===== src/rtl/core/kcr_ram.sv =====
// ----------------------------------------------------------------------------
// kcr_ram
// Simple dual-port synchronous RAM, one write and one registered read port.
// ----------------------------------------------------------------------------
module kcr_ram #(
  parameter int DEPTH = 32,
  parameter int WIDTH = 8,
  parameter int AW    = $clog2(DEPTH)
) (
  input  logic             clk,
  input  logic             we,
  input  logic [AW-1:0]    waddr,
  input  logic [WIDTH-1:0] wdata,
  input  logic             re,
  input  logic [AW-1:0]    raddr,
  output logic [WIDTH-1:0] rdata
);

  logic [WIDTH-1:0] mem [DEPTH];
  logic [WIDTH-1:0] rdata_r;

  always_ff @(posedge clk) begin
    if (we) begin
      mem[waddr] <= wdata;
    end
  end

  always_ff @(posedge clk) begin
    if (re) begin
      rdata_r <= mem[raddr];
    end
  end

  assign rdata = rdata_r;

endmodule


===== config.mk =====
export PLATFORM = sky130hd
export DESIGN_NAME = kcr_ram
export DESIGN_NICKNAME = d
export VERILOG_FILES = /design/src/rtl/core/kcr_ram.sv
export SDC_FILE = /design/constraint.sdc
export NUM_CORES = 1
export LEC_CHECK = 0
export ABC_AREA = 1
export BUFFER_PORTS_ARGS = -buffer_cell sky130_fd_sc_hd__buf_4
export CORE_ASPECT_RATIO = 1.75
export CORE_UTILIZATION = 45
export CTS_BUF_LIST = sky130_fd_sc_hd__clkbuf_16
export CTS_CLUSTER_SIZE = 12
export DETAILED_ROUTE_END_ITERATION = 10
export PLACE_DENSITY = 0.57
export SYNTH_ARGS = -nofsm -noshare
export SYNTH_HDL_FRONTEND = slang
export SYNTH_SLANG_ARGS = --single-unit

===== constraint.sdc =====
create_clock -name clk -period 3.1 [get_ports clk]
set_input_delay 0.775 -clock clk [delete_from_list [all_inputs] [get_ports clk]]
set_output_delay 0.775 -clock clk [all_outputs]
set_load 0.005 [all_outputs]

# Word level (Yosys, flattened, before mapping)
# Memory sizes are Yosys's and may differ from the RTL's. A register that Yosys moved wholly into a read port is not among the register bits.
# Cells that the tools add are included.
# Widths: inputs -> output; s select.
[word_totals] register_bits=0 mem_bits_rw=256 input_bits=21 out_inout_bits=8 word_cells=3 mem_count=1
[memory_table] name="mem" words=32 width=8 rd=1 rd_ports_with_merged_regs=1 write_ports=1 line_no="19" source="logic [WIDTH-1:0] mem [DEPTH];"
[classes] n_mux=2
[ops] op="$mux 1" n=2

# Longest topological paths before layout
[depth] word_depth=2 mapped_depth=11 mapped_depth_nobuf=9

# Worst setup path after synthesis
# OpenSTA, ideal clock, no wires.
[synth_timing] path_kind="input to register" start="input waddr[0]" end="memory mem[0][0], enable pin" setup_ps=370 arrival_ps=1439 t_required_ps=2730 setup_slack_ps=1291 cell_stages=3 n_path_buf=0 path_cell_list="inv_1 nand3_1 nor2_1"
[synth_lines] item="from (decl)" line_no="12" source="input logic [AW-1:0] waddr,"
[synth_lines] item="to (decl)" line_no="19"
# No word-level cell before the write port.

==> impl_metrics.py <==
metrics = {
    "floorplanning": {
        "die_y_um": 207.6,
        "dieArea_mm2": 0.02480,
        "rows": 74,
        "die_w_um": 119.5,
        "coreArea_mm2": 0.02352,
        "start_util": 0.4621,
        "ioPinCount": 29,
    },
    "cts": {
        "clock-root-buffer": "clkbuf_16",
        "clk_latency_ns": 0.52,
        "post_cts_buffers": 0,
        "htree_levels": 1,
        "cts_tree": "yes",
        "clockBufferDepth": 3,
        "cts_made_buffers": 26,
        "clk_pin_slew_worst_paths_ns": 0.06,
        "postCtsResizedCells": 0,
        "clock-sinks": 264,
        "cts_hold_buffers": 0,
    },
    "sta": {
        "fmax_ghz": 0.4947,
        "slew_headroom": 0.4912,
        "worst_pin_slew_ns": 0.7604,
        "rsz0062_at_grt": "false",
        "hold_viol_final": 0,
        "setup_viol": 0,
        "timing.hold.ws_ns": 0.5661,
        "fin_tns_setup_ns": 0,
        "fin_crit_sh": 0.6521,
        "fin_crit_ns": 2.021,
        "slew_viol_final": 0,
        "finClkSkew_ns": 0.007709,
    },
    "power": {
        "sw_frac_of_total": 0.2136,
        "p_leak_nw": 4.521,
        "internal-power_mw": 5.653,
        "p_comb_frac": 0.066,
        "pwr-share-clk": 0.378,
        "powerDensity_mw_per_mm2": 592.2,
        "switching_power_mw": 1.535,
        "p_seq_frac": 0.556,
        "p_total_mw": 7.188,
        "ir_worst_vdd_mv": 0.3968,
    },
    "worst_hold_path": {
        "hold_path_end": "rdata[4]$_DFFE_PP_",
        "worstHoldPathCells": 1,
        "holdCritStartpoint": "re",
        "worstHoldPathType": "in -> reg",
    },
    "routing": {
        "drt-wirelength-per-cell_um": 19.72,
        "num_vias": 6684,
        "drt_iter0_markers": 473,
        "wl_um": 25180,
        "first_pass_iters": 4,
        "drc_errors": 0,
        "ant_nets": 0,
        "detail_route.vias_per_cell": 5.234,
    },
    "global_route": {
        "grt_pass1_wl_um": 38610,
        "grt_pass1_vias": 6687,
        "gr-total-overflow": 0,
        "grt_usage": 0.2096,
        "grt_max_degree": 129,
        "antenna_found_initial": 0,
    },
    "setup_path": {
        "worst-setup-path-type": "in -> reg",
        "slowest_stage": "inv_2",
        "r2r_slack_ns": 1.77,
        "cp.required_ns": 3.37,
        "rr_endpoint": "rdata[3]$_DFFE_PP_",
        "startpoint_type": "input port",
        "r2r_cells": 8,
        "path_max_fanout": 24,
        "crit_top_cell": "nand2_1",
        "worstReg2RegStart": "mem[31][3]$_DFFE_PP_",
        "endpoint_kind": "flip-flop",
        "max_stage_delay_ns": 0.37,
        "arrival_ns": 2.29,
        "path_cells": "buf_4, inv_2, buf_12, nand3_1, nand3_1, nand2_1, nand2_1, nand2_1, nand2_1, nand2_1",
    },
    "placement": {
        "port_buffers": 28,
        "detailed_place_hpwl_um": 15440,
        "place_inst": 1246,
        "gp_congestion": 0.7983,
    },
    "synthesis": {
        "ys_types": 11,
        "post-synth-top-area-fraction": 0.7295,
        "yosys-top-cells-count": "nand2_1, edfxtp_1, nand3_1",
        "ys.warnings.count": 0,
        "syn_nets": 943,
        "syn_area_mm2": 0.01087,
        "yosysMostFrequentCell": "nand2_1",
        "synth-edff-count": 264,
        "async_flop_share": 0,
        "postSynthAreaPerCell_um2": 11.79,
        "seq_area_frac_synth": 0.7295,
        "synth.area.top_cells": "edfxtp_1, nand2_1, nand3_1, buf_6, nor2_1",
        "synthCells": 922,
        "synth-seq-cells": 264,
        "yosys.area.top_type": "edfxtp_1",
        "synth_ff_type": "edfxtp_1",
    },
    "layout": {
        "diodes": 0,
        "instances_no_fill": 1277,
        "area_delta_synth_final_pct": 11.70,
        "fin_nets": 991,
        "drive_gt1_frac": 0.1048,
    },
    "run_status": {
        "status": "finished clean",
    },
    "flow_run": {
        "cap_violations": 0,
    },
}
==> through the flow <==
stage / setup slack (ns) / util / cell area (um^2)
after floorplan: 1.291 / - / 10870
after global placement: 0.5738 / 0.4865 / 11440
after detailed placement: 0.5481 / 0.4865 / 11440
after CTS: 1.107 / 0.5161 / 12140
after global routing: 0.9780 / 0.5161 / 12140
final: 1.079 / 0.5161 / 12140
==> registers in the layout, summed over array words and instances, names as in the netlist <==
register,cells
mem,256
rdata,8
==> metal layers <==
metal | wire [um] | share of wire | vias to the layer above | track usage
li1 | - | - | 3281 | -
met1 | 10250 | 0.41 | 3255 | 0.2545
met2 | 13350 | 0.53 | 109 | 0.3749
met4 | 837 | 0.033 | 0 | 0.08707
met5 | 0 | 0 | - | 0
met3 | 753 | 0.030 | 39 | 0.02253
==> cell usage in the layout (no fill, tap or decap) <==
cell type | Yosys | final
nand2_1 | 360 | 360
edfxtp_1 | 264 | 264
nand3_1 | 204 | 204
buf_4 | 4 | 67
nor2_1 | 32 | 32
clkbuf_16 | 0 | 27
inv_1 | 8 | 10
buf_12 | 0 | 5
clkinv_2 | 0 | 1
inv_2 | 2 | 1
clkinv_1 | 0 | 1
inv_6 | 0 | 1
==> cell families after synthesis <==
group,after synthesis,synth area share
buffers and inverters,62,0.04111
flip-flops,264,0.7295
AND/OR/NAND/NOR,596,0.2294
==> power groups by stage <==
stage,sequential (mW),combinational [mW],clock (mW)
after floorplan,4.07,0.286,0
after global placement,4.07,0.482,0
after detailed placement,4.07,0.485,0
after CTS,4.00,0.486,2.79
after global routing,4.00,0.531,2.91
final,4.00,0.477,2.71
==> critical path: cells and delay by family <==
| family | cells | cell delay (ns) |
|---|---|---|
| simple gates | 7 | 0.66 |
| buf+inv | 3 | 0.83 |
==> layout make-up <==
class                           count  area (um^2)
Clock inverter                      4        20.02
Clock buffer                       27        675.6
Sequential cell                   264         7928
Timing Repair Buffer               72        603.1
Inverter                           10        38.79
Tap cell                          304        380.4
Fill cell                        2085        11380
Multi-Input combinational cell    596         2492
==> how the worst max path moves through the flow <==
stage	to	slack (ns)	depth (start not counted)	from
global route	rdata[0]$_DFFE_PP_	0.98	10	raddr[1]
global placement	rdata[6]$_DFFE_PP_	0.57	10	raddr[1]
detailed placement	rdata[3]$_DFFE_PP_	0.55	10	raddr[1]
finish	rdata[3]$_DFFE_PP_	1.08	10	raddr[1]
floorplan	mem[0][0]$_DFFE_PP_	1.29	3	waddr[0]
CTS	rdata[3]$_DFFE_PP_	1.11	10	raddr[1]
Power figures use the tool's default switching activity.
