<file path="config.mk">
export PLATFORM = sky130hd
export DESIGN_NAME = kcr_cfg_regs
export DESIGN_NICKNAME = d
export VERILOG_FILES = /design/src/rtl/core/kcr_pkg.sv /design/src/rtl/core/kcr_cfg_regs.sv
export SDC_FILE = /design/constraint.sdc
export NUM_CORES = 1
export LEC_CHECK = 0
export BUFFER_PORTS_ARGS = -buffer_cell sky130_fd_sc_hd__buf_2
export CAP_MARGIN = 30
export CORE_MARGIN = 3
export CORE_UTILIZATION = 44
export CTS_BUF_LIST = sky130_fd_sc_hd__clkbuf_2
export DETAILED_ROUTE_END_ITERATION = 8
export HOLD_SLACK_MARGIN = 0.1
export PLACE_DENSITY = 0.92
export SLEW_MARGIN = 20
export SYNTH_ARGS = -nofsm -noshare
export SYNTH_HDL_FRONTEND = slang
export SYNTH_SLANG_ARGS = --single-unit
</file>
<file path="constraint.sdc">
create_clock -name clk -period 0.8 [get_ports clk]
set_input_delay 0.04 -clock clk [delete_from_list [all_inputs] [get_ports clk]]
set_output_delay 0.04 -clock clk [all_outputs]
set_load 0.005 [all_outputs]
</file>
<file path="src/rtl/core/kcr_pkg.sv">
// ----------------------------------------------------------------------------
// kcr_pkg
// Shared types and constants for the keyboard to console character block.
// ----------------------------------------------------------------------------
package kcr_pkg;

  typedef logic [1:0] opcode_t;

  localparam opcode_t OP_KEY  = 2'd0;
  localparam opcode_t OP_TICK = 2'd1;
  localparam opcode_t OP_READ = 2'd2;
  localparam opcode_t OP_MAP  = 2'd3;

  localparam int CODE_W = 10;
  localparam int CHAR_W = 8;
  localparam int LVL_W  = 6;

  localparam logic [CODE_W-1:0] KC_LSHIFT = 10'd42;
  localparam logic [CODE_W-1:0] KC_RSHIFT = 10'd54;
  localparam logic [CODE_W-1:0] KC_LCTRL  = 10'd29;
  localparam logic [CODE_W-1:0] KC_RCTRL  = 10'd97;
  localparam logic [CODE_W-1:0] KC_LALT   = 10'd56;
  localparam logic [CODE_W-1:0] KC_RALT   = 10'd100;
  localparam logic [CODE_W-1:0] KC_LMETA  = 10'd125;
  localparam logic [CODE_W-1:0] KC_RMETA  = 10'd126;

  localparam int MOD_LSHIFT = 0;
  localparam int MOD_RSHIFT = 1;
  localparam int MOD_LCTRL  = 2;
  localparam int MOD_RCTRL  = 3;
  localparam int MOD_LALT   = 4;
  localparam int MOD_RALT   = 5;
  localparam int MOD_N      = 6;

  localparam logic [CHAR_W-1:0] CHAR_A       = 8'd97;
  localparam logic [CHAR_W-1:0] CTRL_OFFSET  = 8'd96;

  localparam int CFG_AW = 3;
  localparam int CFG_DW = 32;
  localparam int TMR_W  = 16;

  localparam logic [CFG_AW-3:0] REG_DELAY  = 1'd0;
  localparam logic [CFG_AW-3:0] REG_PERIOD = 1'd1;

  localparam logic [TMR_W-1:0] DELAY_RST  = 16'd400;
  localparam logic [TMR_W-1:0] PERIOD_RST = 16'd40;

  typedef struct packed {
    logic [TMR_W-1:0] delay;
    logic [TMR_W-1:0] period;
  } timing_t;

endpackage

</file>
<file path="src/rtl/core/kcr_cfg_regs.sv">
// ----------------------------------------------------------------------------
// kcr_cfg_regs
// APB register file holding the auto-repeat delay and period.
// ----------------------------------------------------------------------------
module kcr_cfg_regs import kcr_pkg::*; (
  input  logic              clk,
  input  logic              rst_n,
  input  logic              cfg_psel,
  input  logic              cfg_penable,
  input  logic              cfg_pwrite,
  input  logic [CFG_AW-1:0] cfg_paddr,
  input  logic [CFG_DW-1:0] cfg_pwdata,
  output logic [CFG_DW-1:0] cfg_prdata,
  output logic              cfg_pready,
  output timing_t           timing
);

  logic [TMR_W-1:0] delay_r;
  logic [TMR_W-1:0] period_r;
  logic             wr_en;
  logic [CFG_AW-3:0] idx;

  assign idx        = cfg_paddr[CFG_AW-1:2];
  assign wr_en      = cfg_psel && cfg_penable && cfg_pwrite;
  assign cfg_pready = 1'b1;

  always_ff @(posedge clk) begin
    if (!rst_n) begin
      delay_r  <= DELAY_RST;
      period_r <= PERIOD_RST;
    end else if (wr_en) begin
      if (idx == REG_DELAY) begin
        delay_r <= cfg_pwdata[TMR_W-1:0];
      end
      if (idx == REG_PERIOD) begin
        period_r <= cfg_pwdata[TMR_W-1:0];
      end
    end
  end

  always_comb begin
    cfg_prdata = '0;
    case (idx)
      REG_DELAY:  cfg_prdata = {{(CFG_DW-TMR_W){1'b0}}, delay_r};
      REG_PERIOD: cfg_prdata = {{(CFG_DW-TMR_W){1'b0}}, period_r};
      default:    cfg_prdata = '0;
    endcase
  end

  assign timing.delay  = delay_r;
  assign timing.period = period_r;

endmodule

</file>
---- Word level (Yosys, flattened, before mapping) ----
Cells that the tools add are included.
Widths: inputs -> output; s select.
operators by class
  $lt $le $gt $ge ......................... 0
  div/mod/pow operators ................... 0
  multipliers ............................. 0
  reductions and logical operators ........ 4
  shift-type cells ........................ 0
  bitwise gates (word level) .............. 1
  equality and inequality tests ........... 0
  multiplexer cells ....................... 1
  add/subtract/negate cells ............... 0
operator list
  operator           number
  $pmux 32 s2        1
  $reduce_and 2->1   2
  $logic_and 1x1->1  2
  $not 1->1          1
word-level totals
  register bits after elaboration ......... 32
  latch bits .............................. 0
  bits in writable memories ............... 0
  word-level logic and storage cells ...... 8
  ROM bits ................................ 0
  input bits .............................. 40
  memories ................................ 0

---- Depth between registers and ports, before layout ----
  word-level depth ........................ 3
  gate-level depth with buffers ........... 4
  depth with buffers taken out ............ 2

---- Least setup slack after synthesis ----
OpenSTA, ideal clock, no wires.
  path type ............................... input to register
  start point ............................. in cfg_paddr[2]
  end point ............................... reg period_r[10]
  data arrival time ....................... 0.671 ns
  buffers on the path ..................... 2
  slack ................................... 0.057 ns
  library setup time ...................... 0.072 ns
  cell stages on the path ................. 4
  required time ........................... 0.728 ns
  cells stage by stage .................... buf_6 and4_4 buf_12 mux2i_1
on the way
  word-level cells in the longest chain between the ends .. 1
ends and longest elaborated chain
  what                        RTL line            source
  start, declared             kcr_cfg_regs.sv:11  input logic [CFG_AW-1:0] cfg_paddr,
  $reduce_and 2->1 (no line)  --
  end signal, assigned        kcr_cfg_regs.sv:36  period_r <= cfg_pwdata[TMR_W-1:0];
  end, declared               kcr_cfg_regs.sv:19  logic [TMR_W-1:0] period_r;
No other way between the ends.
A chain may end at the register's enable or synchronous reset.

---- Worst setup path after layout ----
  start point ............................. reg delay_r[12]
  end point ............................... out cfg_prdata[12]
on the way
  word-level cells in the longest chain between the ends .. 1
ends and longest elaborated chain
  what                    RTL line            source
  start, declared         kcr_cfg_regs.sv:18  logic [TMR_W-1:0] delay_r;
  start signal, assigned  kcr_cfg_regs.sv:33  delay_r <= cfg_pwdata[TMR_W-1:0];
  $pmux 32 s2             kcr_cfg_regs.sv:43  case (idx)
  end, declared           kcr_cfg_regs.sv:13  output logic [CFG_DW-1:0] cfg_prdata,
No other way between the ends. The select of a mux whose other input is x is not followed.

==> flow_summary.ini <==
[place]
place_area_um2 = 2010
gp_congestion = 0.733
dp_hpwl_mm = 2.73
place_inst = 281
preCtsSetupSlack_ps = -156
io_buffers = 69

[synth]
yosys-top-cells-area = dfxtp_1, mux2i_1, mux2_2
async_flop_share_pct = 0
netlist_top_cells_count = nand2_1, dfxtp_1, mux2i_1
synth_edf_count = 0
synth_seq_cells = 32
ys_warn_count = 0
synth.largest_area_cell = dfxtp_1
syn-mean-instance-area_um2 = 9.92
synth_flop_cell = dfxtp_1
synth.top_cell.area_share_pct = 38.9
seq_area_frac_synth_pct = 38.9
synth.distinct_cells = 15
synth.cell_area_um2 = 1650
synth_cells = 166
yosysMostFrequentCell = nand2_1

[critical_path]
path_delay_family = flip-flops
critPathKind = reg2out
path_max_fanout = 3
path_cells = mux2_4, buf_6
crit_buf_inv = 1
reg2reg_from = delay_r[3]
cp.arrival_ps = 1110
critPathCaptureType = primary output
startpoint_type = register
reg2reg_to = delay_r[3]
worstPathRequired_ps = 760
r2r_cells = 5
max_stage_delay_ps = 370
r2r_setup_slack_ps = -90
slowest_stage = dfxtp_2

[sta]
setup_viol = 51
maxSlewViolCount = 0
finalClockSkew_ps = 0
hold_violations = 0
rsz0062_at_grt = true
period_minus_slack_ps = 1150
finalCritPeriodShare_pct = 144
timing.fmax_mhz = 869
hold_slack_ps = 140
layout_setup_ws_ps = -351

[die]
fp.dieH_um = 67.2
row_count = 21
die_width_um = 67.2
ios = 105
core_area_um2 = 3470
start_util_pct = 47.5
dieArea_um2 = 4510

[route]
first_pass_iters = 4
route.detailed.drc = 0
vias = 1617
antenna_left = 0
vias_per_cell = 4.83
drtIter0Drc = 78
postRouteWirelength_mm = 5.49
wl_per_cell_um = 16.4

[cells_and_area]
final.fill_count = 187
syn_to_final_growth_pct = 77.3
fin_area_um2 = 2920
drive_above_1_share_pct = 60.9
diodes = 0
nNetsFinal = 331
ff_latch_area_um2 = 681
fin_cells = 335
multiInputGateArea_um2 = 917

[status]
violations = setup timing
status = finished with violations

[clocking]
insertion_delay_ps = 340
clk_pin_slew_ps = 160
cts_tree = built
cts_root_buffer = clkbuf_2
cts_made_buffers = 5
cts_buffer_depth = 2
clock-sinks = 32
htreeDepth = 2

[global_routing]
antenna_found_initial = 0
track_usage_pct = 22.9
grt_pass1_wl_mm = 7.63
grt_pass1_vias = 1620
grt_max_degree = 28
overflow = 0

[min_path]
hp-class = in2reg
holdPathEnd = delay_r[15]
hold_depth = 4
hp-start = rst_n

[power]
power.density_nw_per_um2 = 1040
p_leak_nw = 1.42
ir_drop_mv = 0.720

[run]
maxCapViolations = 0
report_power, final:
| part | total, mW | internal, mW | switching, mW |
|---|---|---|---|
| registers | 1.66 | 1.64 | 0.0281 |
| clock network | 0.667 | 0.168 | 0.499 |
| logic | 0.691 | 0.409 | 0.282 |
| total | 3.02 | 2.21 | 0.809 |
worst max path at each step:
stage,start,to,slack (ps),depth (start not counted)
finish,delay_r[12],cfg_prdata[12],-350,2
floorplan,cfg_paddr[2],period_r[10],60,4
global route,delay_r[12],cfg_prdata[12],-410,2
global placement,cfg_paddr[2],delay_r[8],-100,3
detailed placement,cfg_paddr[2],delay_r[2],-160,3
CTS,period_r[15],cfg_prdata[15],-340,2
worst register-to-register path, delay by kind of cell, from the launching register on:
kind	cells	cell delay, ps
buf+inv	3	340
flops	1	350
mux	1	60
simple gates	1	40
timing repair:
| item | in CTS | in global routing |
|---|---|---|
| buffers inserted | 24 | 25 |
| resized for setup | 84 | 54 |
| setup endpoints to repair | 48 | 52 |
| hold buffers | 16 | 1 |
| endpoints found under the hold margin | 32 | 1 |
sequential cells by signal (all words and copies together), names as in the netlist:
| signal | count |
|---|---|
| delay_r | 16 |
| period_r | 16 |
cells by family (layout without fill, tap and decap cells):
kind of cell / Yosys count / after routing / share of synthesized area (%)
AND/OR/NAND/NOR: 57 / 57 / 17.3
multiplexers: 48 / 48 / 30.4
flip-flops: 32 / 32 / 38.9
buffers and inverters: 27 / 135 / 12.9
other: 2 / 17 / 0.456
cell type report:
class	instances	share of cell area, %
well taps	46	1.97
repair buffers	130	42.4
clock buffers	5	0.857
multi-input cells	122	31.4
flip-flops and latches	32	23.3
per-stage QoR:
step	TNS, ps	util (%)	power [mW]
CTS	-9590	77.3	2.92
global route	-13190	84.2	3.18
floorplan	0	-	1.98
detailed placement	-3280	57.9	2.11
global placement	-1970	57.9	2.10
finish	-9930	84.2	3.02
metal layers:
metal  up-vias  wire length (um)  global-route usage, %
met5         -                 0                      0
met4         0               127                   8.10
met3        15               304                   5.16
met2        71              3090                   43.9
met1       765              1970                   24.2
li1        766                 -                      -
cells in the final DEF (no fill, tap or decap), drive strengths merged:
cell         count
nand2           43
dlygate4sd3     17
mux2            16
buf            113
and4b            1
clkbuf           5
and4             1
mux2i           32
nand4b           1
nand4            1
nor2b           10
conb            17
dfxtp           32
Note: power is estimated with default switching activity, not from simulation.
